<file path="src/hw/rtl/gbn_pkg.sv">
// ----------------------------------------------------------------------------
// gbn_pkg
// Shared widths, codes and defaults for the go-back-n sender window.
// ----------------------------------------------------------------------------
package gbn_pkg;

  // payload field widths
  localparam int MODE_W   = 2;
  localparam int SEQ_W    = 8;
  localparam int FIELD_W  = 16;   // index-type fields on the ports
  localparam int WIN_W    = 4;
  localparam int TMO_W    = 16;
  localparam int CFG_IDX_W  = 1;
  localparam int CFG_DATA_W = 16;

  // sequence space of the 8-bit sequence number
  localparam int SEQ_SPACE = 256;

  // item kinds
  localparam logic [MODE_W-1:0] MODE_POLL  = 2'd0;
  localparam logic [MODE_W-1:0] MODE_ACK   = 2'd1;
  localparam logic [MODE_W-1:0] MODE_START = 2'd2;

  // configuration register indexes
  localparam logic [CFG_IDX_W-1:0] CFG_WIN_LIMIT     = 1'd0;
  localparam logic [CFG_IDX_W-1:0] CFG_TIMEOUT_TICKS = 1'd1;

  // register reset values
  localparam logic [WIN_W-1:0] WINDOW_RESET  = 4'd5;
  localparam logic [TMO_W-1:0] TIMEOUT_RESET = 16'd100;

  // parameter defaults
  localparam int MAX_WINDOW_DEF = 8;
  localparam int INDEX_BITS_DEF = 16;

endpackage

</file>
<file path="src/hw/rtl/gbn_in_if.sv">
// ----------------------------------------------------------------------------
// gbn_in_if
// Event channel into the sender window: poll, ack or start beats.
// ----------------------------------------------------------------------------
interface gbn_in_if;
  import gbn_pkg::*;

  logic               valid;
  logic               ready;
  logic [MODE_W-1:0]  mode;
  logic [SEQ_W-1:0]   ack_seq;
  logic               ack_good;
  logic [FIELD_W-1:0] packet_total;

  modport source (output valid, output mode, output ack_seq, output ack_good,
                  output packet_total, input ready);
  modport sink   (input valid, input mode, input ack_seq, input ack_good,
                  input packet_total, output ready);
endinterface

</file>
<file path="src/hw/rtl/gbn_out_if.sv">
// ----------------------------------------------------------------------------
// gbn_out_if
// Result channel of the sender window: one status beat per event.
// ----------------------------------------------------------------------------
interface gbn_out_if;
  import gbn_pkg::*;

  logic               valid;
  logic               ready;
  logic               send_valid;
  logic [FIELD_W-1:0] send_index;
  logic [SEQ_W-1:0]   send_seq;
  logic               send_last;
  logic               went_back;
  logic [FIELD_W-1:0] window_head;
  logic [FIELD_W-1:0] next_to_send;
  logic               done_res;

  modport source (output valid, output send_valid, output send_index, output send_seq,
                  output send_last, output went_back, output window_head,
                  output next_to_send, output done_res, input ready);
  modport sink   (input valid, input send_valid, input send_index, input send_seq,
                  input send_last, input went_back, input window_head,
                  input next_to_send, input done_res, output ready);
endinterface

</file>
<file path="src/hw/rtl/go_back_n_sender_window_unit.sv">
// The result beat of an event is registered and appears in the cycle after the event is accepted.
// Throughput: one event per cycle while the sink takes results; the window update is a single registered pass.
// Input ready drops only while a result beat is held and the sink is stalling.
// Reset (rst_n low, synchronous) clears indices, tick counter, ring pointers,
// and loads the window limit 5 and timeout_ticks 100. Send-time ring contents are not cleared.
// ----------------------------------------------------------------------------
// go_back_n_sender_window_unit
// Go-back-N sender window: issues packets, takes cumulative acks with 8-bit
// sequence wrap, and rewinds to the head on timeout or a bad ack.
// ----------------------------------------------------------------------------
module go_back_n_sender_window_unit #(
  parameter int MAX_WINDOW = gbn_pkg::MAX_WINDOW_DEF,
  parameter int INDEX_BITS = gbn_pkg::INDEX_BITS_DEF
) (
  input  logic                            clk,
  input  logic                            rst_n,
  gbn_in_if.sink                          in_ch,
  gbn_out_if.source                       out_ch,
  input  logic                            cfg_we,
  input  logic [gbn_pkg::CFG_IDX_W-1:0]   cfg_index,
  input  logic [gbn_pkg::CFG_DATA_W-1:0]  cfg_data
);
  import gbn_pkg::*;

  localparam int IW = INDEX_BITS;
  localparam int PW = (MAX_WINDOW > 1) ? $clog2(MAX_WINDOW) : 1;
  localparam int CW = $clog2(MAX_WINDOW + 1);
  localparam int SW = $clog2(2 * MAX_WINDOW);
  localparam int NW = (IW > 9) ? IW : 9;

  // configuration
  logic [WIN_W-1:0] win_limit_r;
  logic [TMO_W-1:0] timeout_ticks_r;

  // window state
  logic [IW-1:0] head_index_r,  head_index_nxt;
  logic [IW-1:0] next_index_r,  next_index_nxt;
  logic [IW-1:0] total_r,       total_nxt;
  logic [31:0]   tick_r,        tick_nxt;
  logic [PW-1:0] rptr_r,        rptr_nxt;
  logic [CW-1:0] ring_count_r,  ring_count_nxt;
  logic [31:0]   send_time_r [MAX_WINDOW];

  // result register
  logic               out_valid_r;
  logic               send_valid_r,  send_valid_nxt;
  logic [FIELD_W-1:0] send_index_r,  send_index_nxt;
  logic [SEQ_W-1:0]   send_seq_r,    send_seq_nxt;
  logic               send_last_r,   send_last_nxt;
  logic               went_back_r,   went_back_nxt;
  logic [FIELD_W-1:0] window_head_r, window_head_nxt;
  logic [FIELD_W-1:0] next_send_r,   next_send_nxt;
  logic               done_r,        done_nxt;

  logic          in_fire;
  logic          ring_we;
  logic [PW-1:0] ring_waddr;

  assign in_ch.ready = !out_valid_r || out_ch.ready;
  assign in_fire     = in_ch.valid && in_ch.ready;

  always_comb begin
    logic [WIN_W-1:0] w;
    logic [IW-1:0]    room;
    logic [SW-1:0]    slot_sum;
    logic [PW-1:0]    slot;
    logic [31:0]      oldest;
    logic [31:0]      age;
    logic [SEQ_W-1:0] h8;
    logic [8:0]       n_raw;
    logic [NW-1:0]    n_c;
    logic [CW-1:0]    pop;
    logic [SW-1:0]    rsum;
    logic             sent;

    // effective window: zero acts as one, clamp to the ring depth
    if (win_limit_r == '0)
      w = WIN_W'(1);
    else if ({4'b0, win_limit_r} > 8'(MAX_WINDOW))
      w = WIN_W'(MAX_WINDOW);
    else
      w = win_limit_r;

    room     = next_index_r - head_index_r;
    slot_sum = SW'(rptr_r) + SW'(ring_count_r);
    slot     = (slot_sum >= SW'(MAX_WINDOW)) ? PW'(slot_sum - SW'(MAX_WINDOW))
                                             : PW'(slot_sum);
    h8       = head_index_r[SEQ_W-1:0];
    n_raw    = '0;
    n_c      = '0;
    pop      = '0;
    rsum     = '0;
    oldest   = '0;
    age      = '0;
    sent     = 1'b0;

    head_index_nxt  = head_index_r;
    next_index_nxt  = next_index_r;
    total_nxt       = total_r;
    tick_nxt        = tick_r;
    rptr_nxt        = rptr_r;
    ring_count_nxt  = ring_count_r;
    ring_we         = 1'b0;
    ring_waddr      = slot;
    send_valid_nxt  = 1'b0;
    send_index_nxt  = '0;
    send_seq_nxt    = '0;
    send_last_nxt   = 1'b0;
    went_back_nxt   = 1'b0;

    unique case (in_ch.mode)
      MODE_START: begin
        total_nxt      = IW'(in_ch.packet_total);
        head_index_nxt = '0;
        next_index_nxt = '0;
        tick_nxt       = '0;
        rptr_nxt       = '0;
        ring_count_nxt = '0;
      end
      MODE_POLL: begin
        tick_nxt = tick_r + 32'd1;
        if (head_index_r < total_r) begin
          if (room < IW'(w) && next_index_r < total_r &&
              ring_count_r < CW'(MAX_WINDOW)) begin
            sent           = 1'b1;
            send_valid_nxt = 1'b1;
            send_index_nxt = FIELD_W'(next_index_r);
            send_seq_nxt   = next_index_r[SEQ_W-1:0];
            send_last_nxt  = (next_index_r + IW'(1)) == total_r;
            ring_we        = 1'b1;
            ring_count_nxt = ring_count_r + CW'(1);
            next_index_nxt = next_index_r + IW'(1);
          end
          // an empty ring that just took a beat has the fresh stamp at its head
          oldest = (ring_count_r == '0) ? tick_nxt : send_time_r[rptr_r];
          age    = tick_nxt - oldest;
          if ((ring_count_r != '0 || sent) && age > 32'(timeout_ticks_r)) begin
            went_back_nxt  = 1'b1;
            next_index_nxt = head_index_r;
            rptr_nxt       = '0;
            ring_count_nxt = '0;
          end
        end
      end
      MODE_ACK: begin
        if (!in_ch.ack_good) begin
          went_back_nxt  = 1'b1;
          next_index_nxt = head_index_r;
          rptr_nxt       = '0;
          ring_count_nxt = '0;
        end else begin
          if (in_ch.ack_seq >= h8)
            n_raw = {1'b0, in_ch.ack_seq} - {1'b0, h8} + 9'd1;
          else if (({2'b0, h8} + {6'b0, w}) > 10'(SEQ_SPACE) &&
                   ({2'b0, in_ch.ack_seq} + 10'(SEQ_SPACE)) < ({6'b0, w} + {2'b0, h8}))
            n_raw = 9'(10'(SEQ_SPACE) - {2'b0, h8} + {2'b0, in_ch.ack_seq} + 10'd1);
          // never let the head pass the next packet to send
          n_c = (NW'(n_raw) > NW'(room)) ? NW'(room) : NW'(n_raw);
          head_index_nxt = head_index_r + IW'(n_c);
          pop  = (n_c > NW'(ring_count_r)) ? ring_count_r : CW'(n_c);
          ring_count_nxt = ring_count_r - pop;
          rsum = SW'(rptr_r) + SW'(pop);
          rptr_nxt = (rsum >= SW'(MAX_WINDOW)) ? PW'(rsum - SW'(MAX_WINDOW)) : PW'(rsum);
        end
      end
      default: begin
      end
    endcase

    window_head_nxt = FIELD_W'(head_index_nxt);
    next_send_nxt   = FIELD_W'(next_index_nxt);
    done_nxt        = head_index_nxt >= total_nxt;
  end

  always_ff @(posedge clk) begin
    if (!rst_n) begin
      win_limit_r     <= WINDOW_RESET;
      timeout_ticks_r <= TIMEOUT_RESET;
    end else if (cfg_we) begin
      unique case (cfg_index)
        CFG_WIN_LIMIT:     win_limit_r     <= cfg_data[WIN_W-1:0];
        CFG_TIMEOUT_TICKS: timeout_ticks_r <= cfg_data[TMO_W-1:0];
        default: begin
        end
      endcase
    end
  end

  always_ff @(posedge clk) begin
    if (!rst_n) begin
      head_index_r <= '0;
      next_index_r <= '0;
      total_r      <= '0;
      tick_r       <= '0;
      rptr_r       <= '0;
      ring_count_r <= '0;
      out_valid_r  <= 1'b0;
    end else begin
      if (in_fire) begin
        head_index_r <= head_index_nxt;
        next_index_r <= next_index_nxt;
        total_r      <= total_nxt;
        tick_r       <= tick_nxt;
        rptr_r       <= rptr_nxt;
        ring_count_r <= ring_count_nxt;
        out_valid_r  <= 1'b1;
      end else if (out_ch.ready) begin
        out_valid_r  <= 1'b0;
      end
    end
  end

  // send-time ring and result payload, no reset
  always_ff @(posedge clk) begin
    if (in_fire && ring_we)
      send_time_r[ring_waddr] <= tick_nxt;
    if (in_fire) begin
      send_valid_r  <= send_valid_nxt;
      send_index_r  <= send_index_nxt;
      send_seq_r    <= send_seq_nxt;
      send_last_r   <= send_last_nxt;
      went_back_r   <= went_back_nxt;
      window_head_r <= window_head_nxt;
      next_send_r   <= next_send_nxt;
      done_r        <= done_nxt;
    end
  end

  assign out_ch.valid        = out_valid_r;
  assign out_ch.send_valid   = send_valid_r;
  assign out_ch.send_index   = send_index_r;
  assign out_ch.send_seq     = send_seq_r;
  assign out_ch.send_last    = send_last_r;
  assign out_ch.went_back    = went_back_r;
  assign out_ch.window_head  = window_head_r;
  assign out_ch.next_to_send = next_send_r;
  assign out_ch.done_res     = done_r;

  // one stamp per packet in flight
  a_ring_matches_flight: assert property (@(posedge clk) disable iff (!rst_n)
    IW'(ring_count_r) == (next_index_r - head_index_r))
    else $error("ring count differs from packets in flight");

  a_start_clears: assert property (@(posedge clk) disable iff (!rst_n)
    in_fire && in_ch.mode == MODE_START |=>
      out_ch.valid && out_ch.window_head == '0 && out_ch.next_to_send == '0)
    else $error("start beat did not clear the window");

  a_back_to_head: assert property (@(posedge clk) disable iff (!rst_n)
    out_ch.valid && out_ch.went_back |-> out_ch.next_to_send == out_ch.window_head)
    else $error("go-back did not rewind to the head");

  a_seq_of_index: assert property (@(posedge clk) disable iff (!rst_n)
    out_ch.valid && out_ch.send_valid |->
      out_ch.send_seq == out_ch.send_index[SEQ_W-1:0])
    else $error("sequence number does not match packet index");

endmodule
</file>
<file path="src/flat_wrapper.sv">
// flat-port wrapper written by rule: the top's interface ports become plain ports
module go_back_n_sender_window_unit_flat import gbn_pkg::*;
#(
  parameter int MAX_WINDOW = gbn_pkg::MAX_WINDOW_DEF,
  parameter int INDEX_BITS = gbn_pkg::INDEX_BITS_DEF
)
  (clk, rst_n, cfg_we, cfg_index, cfg_data, in_ch_valid, in_ch_mode, in_ch_ack_seq, in_ch_ack_good, in_ch_packet_total, in_ch_ready, out_ch_valid, out_ch_send_valid, out_ch_send_index, out_ch_send_seq, out_ch_send_last, out_ch_went_back, out_ch_window_head, out_ch_next_to_send, out_ch_done_res, out_ch_ready);
  gbn_in_if in_ch_i ();
  gbn_out_if out_ch_i ();
  input  logic clk;
  input  logic rst_n;
  input  logic cfg_we;
  input  logic [gbn_pkg::CFG_IDX_W-1:0] cfg_index;
  input  logic [gbn_pkg::CFG_DATA_W-1:0] cfg_data;
  input wire logic [$bits(in_ch_i.valid)-1:0] in_ch_valid;
  input wire logic [$bits(in_ch_i.mode)-1:0] in_ch_mode;
  input wire logic [$bits(in_ch_i.ack_seq)-1:0] in_ch_ack_seq;
  input wire logic [$bits(in_ch_i.ack_good)-1:0] in_ch_ack_good;
  input wire logic [$bits(in_ch_i.packet_total)-1:0] in_ch_packet_total;
  output wire logic [$bits(in_ch_i.ready)-1:0] in_ch_ready;
  output wire logic [$bits(out_ch_i.valid)-1:0] out_ch_valid;
  output wire logic [$bits(out_ch_i.send_valid)-1:0] out_ch_send_valid;
  output wire logic [$bits(out_ch_i.send_index)-1:0] out_ch_send_index;
  output wire logic [$bits(out_ch_i.send_seq)-1:0] out_ch_send_seq;
  output wire logic [$bits(out_ch_i.send_last)-1:0] out_ch_send_last;
  output wire logic [$bits(out_ch_i.went_back)-1:0] out_ch_went_back;
  output wire logic [$bits(out_ch_i.window_head)-1:0] out_ch_window_head;
  output wire logic [$bits(out_ch_i.next_to_send)-1:0] out_ch_next_to_send;
  output wire logic [$bits(out_ch_i.done_res)-1:0] out_ch_done_res;
  input wire logic [$bits(out_ch_i.ready)-1:0] out_ch_ready;
  assign in_ch_i.valid = in_ch_valid;
  assign in_ch_i.mode = in_ch_mode;
  assign in_ch_i.ack_seq = in_ch_ack_seq;
  assign in_ch_i.ack_good = in_ch_ack_good;
  assign in_ch_i.packet_total = in_ch_packet_total;
  assign in_ch_ready = in_ch_i.ready;
  assign out_ch_valid = out_ch_i.valid;
  assign out_ch_send_valid = out_ch_i.send_valid;
  assign out_ch_send_index = out_ch_i.send_index;
  assign out_ch_send_seq = out_ch_i.send_seq;
  assign out_ch_send_last = out_ch_i.send_last;
  assign out_ch_went_back = out_ch_i.went_back;
  assign out_ch_window_head = out_ch_i.window_head;
  assign out_ch_next_to_send = out_ch_i.next_to_send;
  assign out_ch_done_res = out_ch_i.done_res;
  assign out_ch_i.ready = out_ch_ready;
  go_back_n_sender_window_unit #(.MAX_WINDOW(MAX_WINDOW), .INDEX_BITS(INDEX_BITS)) u_core (.clk(clk), .rst_n(rst_n), .in_ch(in_ch_i), .out_ch(out_ch_i), .cfg_we(cfg_we), .cfg_index(cfg_index), .cfg_data(cfg_data));
endmodule
</file>
<file path="config.mk">
export PLATFORM = sky130hd
export DESIGN_NAME = go_back_n_sender_window_unit_flat
export DESIGN_NICKNAME = d
export VERILOG_FILES = /design/src/hw/rtl/gbn_pkg.sv /design/src/hw/rtl/gbn_in_if.sv /design/src/hw/rtl/gbn_out_if.sv /design/src/hw/rtl/go_back_n_sender_window_unit.sv /design/src/flat_wrapper.sv
export SDC_FILE = /design/constraint.sdc
export NUM_CORES = 1
export LEC_CHECK = 0
export BUFFER_PORTS_ARGS = -buffer_cell sky130_fd_sc_hd__clkbuf_2
export CAP_MARGIN = 30
export CORE_MARGIN = 5
export CORE_UTILIZATION = 50
export DETAILED_ROUTE_END_ITERATION = 6
export GPL_TIMING_DRIVEN = 0
export PLACE_DENSITY = 0.69
export SLEW_MARGIN = 20
export SYNTH_ARGS = -nofsm -noshare
export SYNTH_HDL_FRONTEND = slang
export SYNTH_SLANG_ARGS = --single-unit
</file>
<file path="constraint.sdc">
create_clock -name clk -period 10.5 [get_ports clk]
set_clock_uncertainty 0.2 [all_clocks]
set_input_delay 3.15 -clock clk [delete_from_list [all_inputs] [get_ports clk]]
set_output_delay 3.15 -clock clk [all_outputs]
set_load 0.02 [all_outputs]
</file>
Word level (Yosys, flattened, before mapping)
Memories as Yosys holds them, arrays and structs flattened. A register that Yosys moved wholly into a read port is not among the register bits.
Cells that the tools add are included.

word-level totals
  register bits = 168
  RAM bits = 256
  input port bits = 49
  output and inout port bits = 62
  logic and storage cells = 121
  memories = 1

operators by class
  $add $sub $neg = 18
  order comparisons = 14
  equality and inequality tests = 6
  muxes and demuxes = 44
  bitwise gates (word level) = 1
  reduce and logical (&&, ||, !) cells = 20

memories
  memory              words  width  read ports  clocked after Yosys merged registers in  wr ports  line                                source
  u_core.send_time_r  8      32     1           1                                        1         go_back_n_sender_window_unit.sv:42  logic [31:0] send_time_r [MAX_WINDOW];

operators by type and width
  cell                   number
  $mux 16                7
  $pmux 32 s2            1
  $pmux 16 s3            1
  $mux 9                 4
  $add 32x1->32 const B  1
  $gt 32x16->1           1
  $lt 16x16->1           2
  $mux 32                1
  $pmux 16 s2            1
  $sub 32x32->32         1
  $mux 4                 7
  $mux 3                 7
  $add 9x1->9 const B    2
  $add 16x1->16 const B  1
  $add 16x16->16         1
  $eq 16x16->1           1
  $ge 16x16->1           1
  $gt 16x4->1            1
  $gt 9x16->1            1
  $lt 16x4->1            1
  $sub 16x16->16         1
  $mux 1                 12
  $pmux 4 s3             1
  $add 8x9->10 const B   1
  32 further kinds       45

Longest topological paths before layout
  depth after elaboration = 21
  gate-level depth with buffers = 40

Worst setup path after synthesis
OpenSTA, ideal clock, no wires.

  path kind = input port to flip-flop
  start point = input port in_ch_ack_seq[1]
  end point = register u_core.done_r, in the netlist u_core.out_ch.done_res (data pin)
  setup time = 0.261 ns
  arrival = 9.636 ns
  required time = 10.039 ns
  setup slack = 0.403 ns
  stages on the path = 35
  cell sequence = inv_1 ha_1 inv_1 ha_1 fa_1 nor2b_1 o21ai_0 a21oi_1 o21ai_0 a21boi_0 o21ai_0 inv_1 ha_1 and4_1 a31oi_1 a21boi_1 nand3_1 mux2i_1 ha_1 fa_1 a21o_1 a21oi_1 o21bai_1 a21oi_1 o21bai_1 a21oi_1 o21ai_0 a21o_1 a21o_1 a21o_1 mux2_2 nand2_1 ha_1 a21o_1 a221o_1

on the way
  longest elaborated chain between the ends = 13

ends and longest elaborated chain
  element                        line                                 source
  start: declaration             flat_wrapper.sv:17                   input wire logic [$bits(in_ch_i.ack_seq)-1:0] in_ch_ack_seq;
  $add 8x9->10                   go_back_n_sender_window_unit.sv:155  ({2'b0, in_ch.ack_seq} + 10'(SEQ_SPACE)) < ({6'b0, w} + {2'b0, h8}))
  $lt 10x10->1                   go_back_n_sender_window_unit.sv:155
  $logic_and 1x1->1              go_back_n_sender_window_unit.sv:154  else if (({2'b0, h8} + {6'b0, w}) > 10'(SEQ_SPACE) &&
  $mux 9                         go_back_n_sender_window_unit.sv:154
  $mux 9 *                       go_back_n_sender_window_unit.sv:152  if (in_ch.ack_seq >= h8)
  $mux 9 *                       go_back_n_sender_window_unit.sv:146  if (!in_ch.ack_good) begin
  $mux 9 *                       go_back_n_sender_window_unit.sv:111  unique case (in_ch.mode)
  $gt 9x16->1                    go_back_n_sender_window_unit.sv:158  n_c = (NW'(n_raw) > NW'(room)) ? NW'(room) : NW'(n_raw);
  $mux 16 *                      go_back_n_sender_window_unit.sv:158
  $add 16x16->16 *               go_back_n_sender_window_unit.sv:159  head_index_nxt = head_index_r + IW'(n_c);
  $mux 16 *                      go_back_n_sender_window_unit.sv:146
  $pmux 16 s2 *                  go_back_n_sender_window_unit.sv:111
  net u_core.head_index_nxt[14]  go_back_n_sender_window_unit.sv:36   logic [IW-1:0] head_index_r, head_index_nxt;
  $ge 16x16->1 *                 go_back_n_sender_window_unit.sv:172  done_nxt = head_index_nxt >= total_nxt;
  net u_core.done_nxt            go_back_n_sender_window_unit.sv:53   logic done_r, done_nxt;
  end signal: assignment         go_back_n_sender_window_unit.sv:225  done_r <= done_nxt;
  end: declaration               go_back_n_sender_window_unit.sv:53

The timed path passes the listed nets; every way through them passes the cells marked *. The select of a mux whose other input is x is not followed.
A chain may end at the register's enable or synchronous reset.

Worst setup path in the final report
  start point = input port in_ch_ack_seq[4]
  end point = register u_core.done_r, in the netlist u_core.out_ch.done_res (data pin)

The elaborated chain is that of the path after synthesis.

==> results.cfg <==
[status]
status = complete, no violations

[die]
rows = 81
die_h_um = 233
dieArea_um2 = 54400
core_area_um2 = 49200
ioPinCount = 111
die_x_um = 233
start_util_pct = 50.7

[cts]
cts_tree = built
cts_buffer_depth = 3
numCtsBuffers = 45
cts_root_buf = clkbuf_16
clkSinkCount = 419
htreeDepth = 2
hold_buffers = 0
clk_latency_ps = 580
path_clk_slew_ps = 60

[timing]
clock.fmax_mhz = 97.8
hold_violations = 0
period_share_pct = 97.4
finalSetupViolCount = 0
max_slew_margin_pct = 33.5
hold_ws_ps = 256
worst_slew_pin_slew_ps = 987
slew_viol_final = 0
layout_min_cycle_time_ps = 10230

[pwr]
power_density_nw_per_um2 = 153
intPower_mw = 3.07
vdd_drop_max_v = 0.0000945
p_clk_share_pct = 36.7
p_sw_mw = 1.27
pwr-share-comb_pct = 21.2
p_sw_share_pct = 29.3
seq_power_share_pct = 42.1
leakage_nw = 10.6

[detailed_routing]
drt-total-wl_um = 76500
final_antenna_net_count = 0
drtPass1Iterations = 5
routed_via_density = 6.15
first_iter_violations = 1974
drc = 0
vias = 19800
wl_per_cell_um = 23.8

[critical_path]
reg2regPathDepth = 36
crit_family = compound AO/OA/AOI/OAI gates
critPathKind = input pin to flip-flop
critPathMaxStageDelay_ps = 580
crit_path_top_delay_cell = fa_1
cp_common_cell = ha_1
path_max_fanout = 5
r2r_slack_ps = 1470
r2r_start = u_core.win_limit_r[3]
path_buf_inv = 3
crit_start = in_ch_ack_seq[4]
end_kind = flip-flop
endpoint = u_core.out_ch.done_res
path_depth = 31
arrival_ps = 10350
critPathLaunchType = input pin
r2r_end = u_core.out_ch.done_res
cp.required_ps = 10620

[place]
port_buffers = 109
hpwlAfterDp_um = 56800
routabilityCongestion = 0.974

[yosys]
syn-instance-count = 2306
synthFlopType = edfxtp_1
synthesis.area_um2 = 24900
yosysWarnings = 0
ys_seq_area_share_pct = 46.0
synthDistinctLibCells = 92
ys_ff_latch = 419
avgSynthCellArea_um2 = 10.8
synth_edf_count = 308
async_reset_ff_share_pct = 0

[hold_path]
hold_path.class = flip-flop to flip-flop
whs_path_depth = 2

[global_routing]
grt_pass1_wl_um = 117000
gr-total-overflow = 0
grt_max_degree = 54
antenna_found_initial = 1
grt_use_total_pct = 27.9
grt_pass1_vias = 19800

[final_layout]
diodes = 0
nets = 2760
syn2layout_area_growth_pct = 13.9
drive_above_1_share_pct = 14.6
fin_util_pct = 57.7

[run]
drv_cap = 0
flip-flops by register name, summed over array words and instances (netlist names), named ones only:
name                        cells
u_core.timeout_ticks_r         16
u_core.send_time_r            256
u_core.out_ch.send_valid        1
u_core.out_ch.went_back         1
u_core.win_limit_r              4
u_core.total_r                 16
u_core.out_ch.send_index        9
u_core.out_ch.window_head      16
u_core.out_ch.send_last         1
u_core.ring_count_r             4
u_core.out_ch.valid             1
u_core.head_index_r            16
u_core.next_index_r            16
u_core.out_ch.done_res          1
u_core.out_ch.next_to_send     16
u_core.tick_r                  32
u_core.rptr_r                   3
u_core.out_ch.send_seq          7
stage by stage:
step	cells	power [mW]	worst slack, ps	instance area (um^2)	setup TNS [ps]
after global routing	3219	4.51	-2.95	28400	-2.95
final	3219	4.34	275	28400	0
after global placement	3084	2.70	-1140	26300	-16960
after detailed placement	3108	2.72	-1250	26600	-7160
after CTS	3192	4.31	20.4	28100	0
after floorplan	2311	2.46	403	24900	0
layout by cell type (no fill, tap or decap), drive strengths merged, types with 38 or more instances in the layout:
master / n
nor2: 176
a21o: 42
edfxtp: 308
inv: 116
nand3: 53
nand2: 195
dfxtp: 111
a21oi: 169
clkbuf: 247
xnor2: 91
xor2: 38
mux4: 64
o21ai: 110
mux2i: 59
buf: 88
nor3: 44
ha: 181
tightest hold or removal path, cell delays in order (launching register included):
cell and delay [ps]:
dfxtp_1 310, nand2_1 50, a21oi_1 50
area by class of cell:
type                    count  area, um^2
fillers                  4121       20800
flip-flops and latches    419       11500
inverters                 115         432
plain buffers             117         509
multi-input cells        1660       12700
repair buffers            161        1010
clock inverters            25         248
well taps                 664         831
clock buffers              58        1220
metal layers:
metal	part of all wire, %	vias to the layer above	routed length, um	global-route usage, %
li1	-	9014	-	-
met5	0.017	-	13	0
met3	7.7	213	5880	4.74
met2	47	885	35900	46.1
met4	4.5	2	3450	10.9
met1	41	9695	31300	36.9
cell usage after synthesis (all sizes together), types with 6 or more instances:
| cell type | count | area, um^2 |
|---|---|---|
| xor2 | 38 | 333 |
| o21bai | 16 | 120 |
| mux2i | 59 | 591 |
| nor4 | 11 | 96.3 |
| a22oi | 13 | 97.6 |
| a22o | 17 | 149 |
| nand3 | 53 | 275 |
| and2 | 32 | 200 |
| nor2b | 17 | 106 |
| nor2 | 176 | 671 |
| a21boi | 8 | 60.1 |
| xnor2 | 91 | 797 |
| fa | 11 | 220 |
| nand3b | 6 | 45.0 |
| a21oi | 169 | 865 |
| nor3 | 44 | 246 |
| nand2b | 14 | 87.6 |
| nand2 | 195 | 732 |
| buf | 38 | 209 |
| o211ai | 15 | 113 |
| a21o | 42 | 315 |
| or3 | 6 | 37.5 |
| and4 | 7 | 61.3 |
| clkbuf | 79 | 297 |
| a211oi | 34 | 268 |
| nand4 | 21 | 131 |
| and3 | 30 | 188 |
| or2 | 13 | 81.3 |
| o21a | 28 | 210 |
| a31oi | 22 | 138 |
| ha | 181 | 2260 |
| dfxtp | 111 | 2220 |
| o2111ai | 8 | 70.1 |
| o31a | 9 | 78.8 |
| a211o | 21 | 184 |
| mux4 | 64 | 1440 |
| o21ai | 110 | 551 |
| inv | 114 | 428 |
| a221oi | 7 | 61.3 |
| edfxtp | 308 | 9250 |
logic make-up (layout without fill, tap and decap cells):
kind of cell	Yosys count	after routing	share of synthesized area (%)
AO/OA/AOI/OAI	565	565	14.9
XOR/XNOR	129	129	4.53
adder cells (fa/ha/maj)	192	192	9.97
buffers and inverters	232	476	3.76
flip-flops	419	419	46.0
multiplexers	127	127	8.34
other	1	6	0.0151
AND/OR/NAND/NOR	641	641	12.5
repair_timing:
| action | 4_1_cts | 5_1_grt |
|---|---|---|
| pin swaps | 0 | 4 |
| buffers inserted | 1 | 7 |
| gates cloned | 0 | 0 |
| setup endpoints to repair | 4 | 1 |
| gates resized for setup | 8 | 13 |
power by group through the flow:
stage | clock, mW | combinational, mW | sequential [mW]
2_1_floorplan | 0 | 0.594 | 1.87
4_1_cts | 1.62 | 0.871 | 1.83
6_report | 1.59 | 0.918 | 1.83
3_3_place_gp | 0 | 0.837 | 1.86
5_1_grt | 1.68 | 0.997 | 1.83
3_5_place_dp | 0 | 0.860 | 1.86
how the worst min path moves through the flow:
stage	startpoint	end	slack [ps]
floorplan	u_core.timeout_ticks_r[10]	u_core.timeout_ticks_r[10]	240
global placement	u_core.timeout_ticks_r[1]	u_core.timeout_ticks_r[1]	250
detailed placement	u_core.timeout_ticks_r[1]	u_core.timeout_ticks_r[1]	250
CTS	u_core.timeout_ticks_r[1]	u_core.timeout_ticks_r[1]	260
global route	u_core.timeout_ticks_r[9]	u_core.timeout_ticks_r[9]	280
finish	u_core.timeout_ticks_r[1]	u_core.timeout_ticks_r[1]	260
Note: power is estimated with default switching activity, not from simulation.
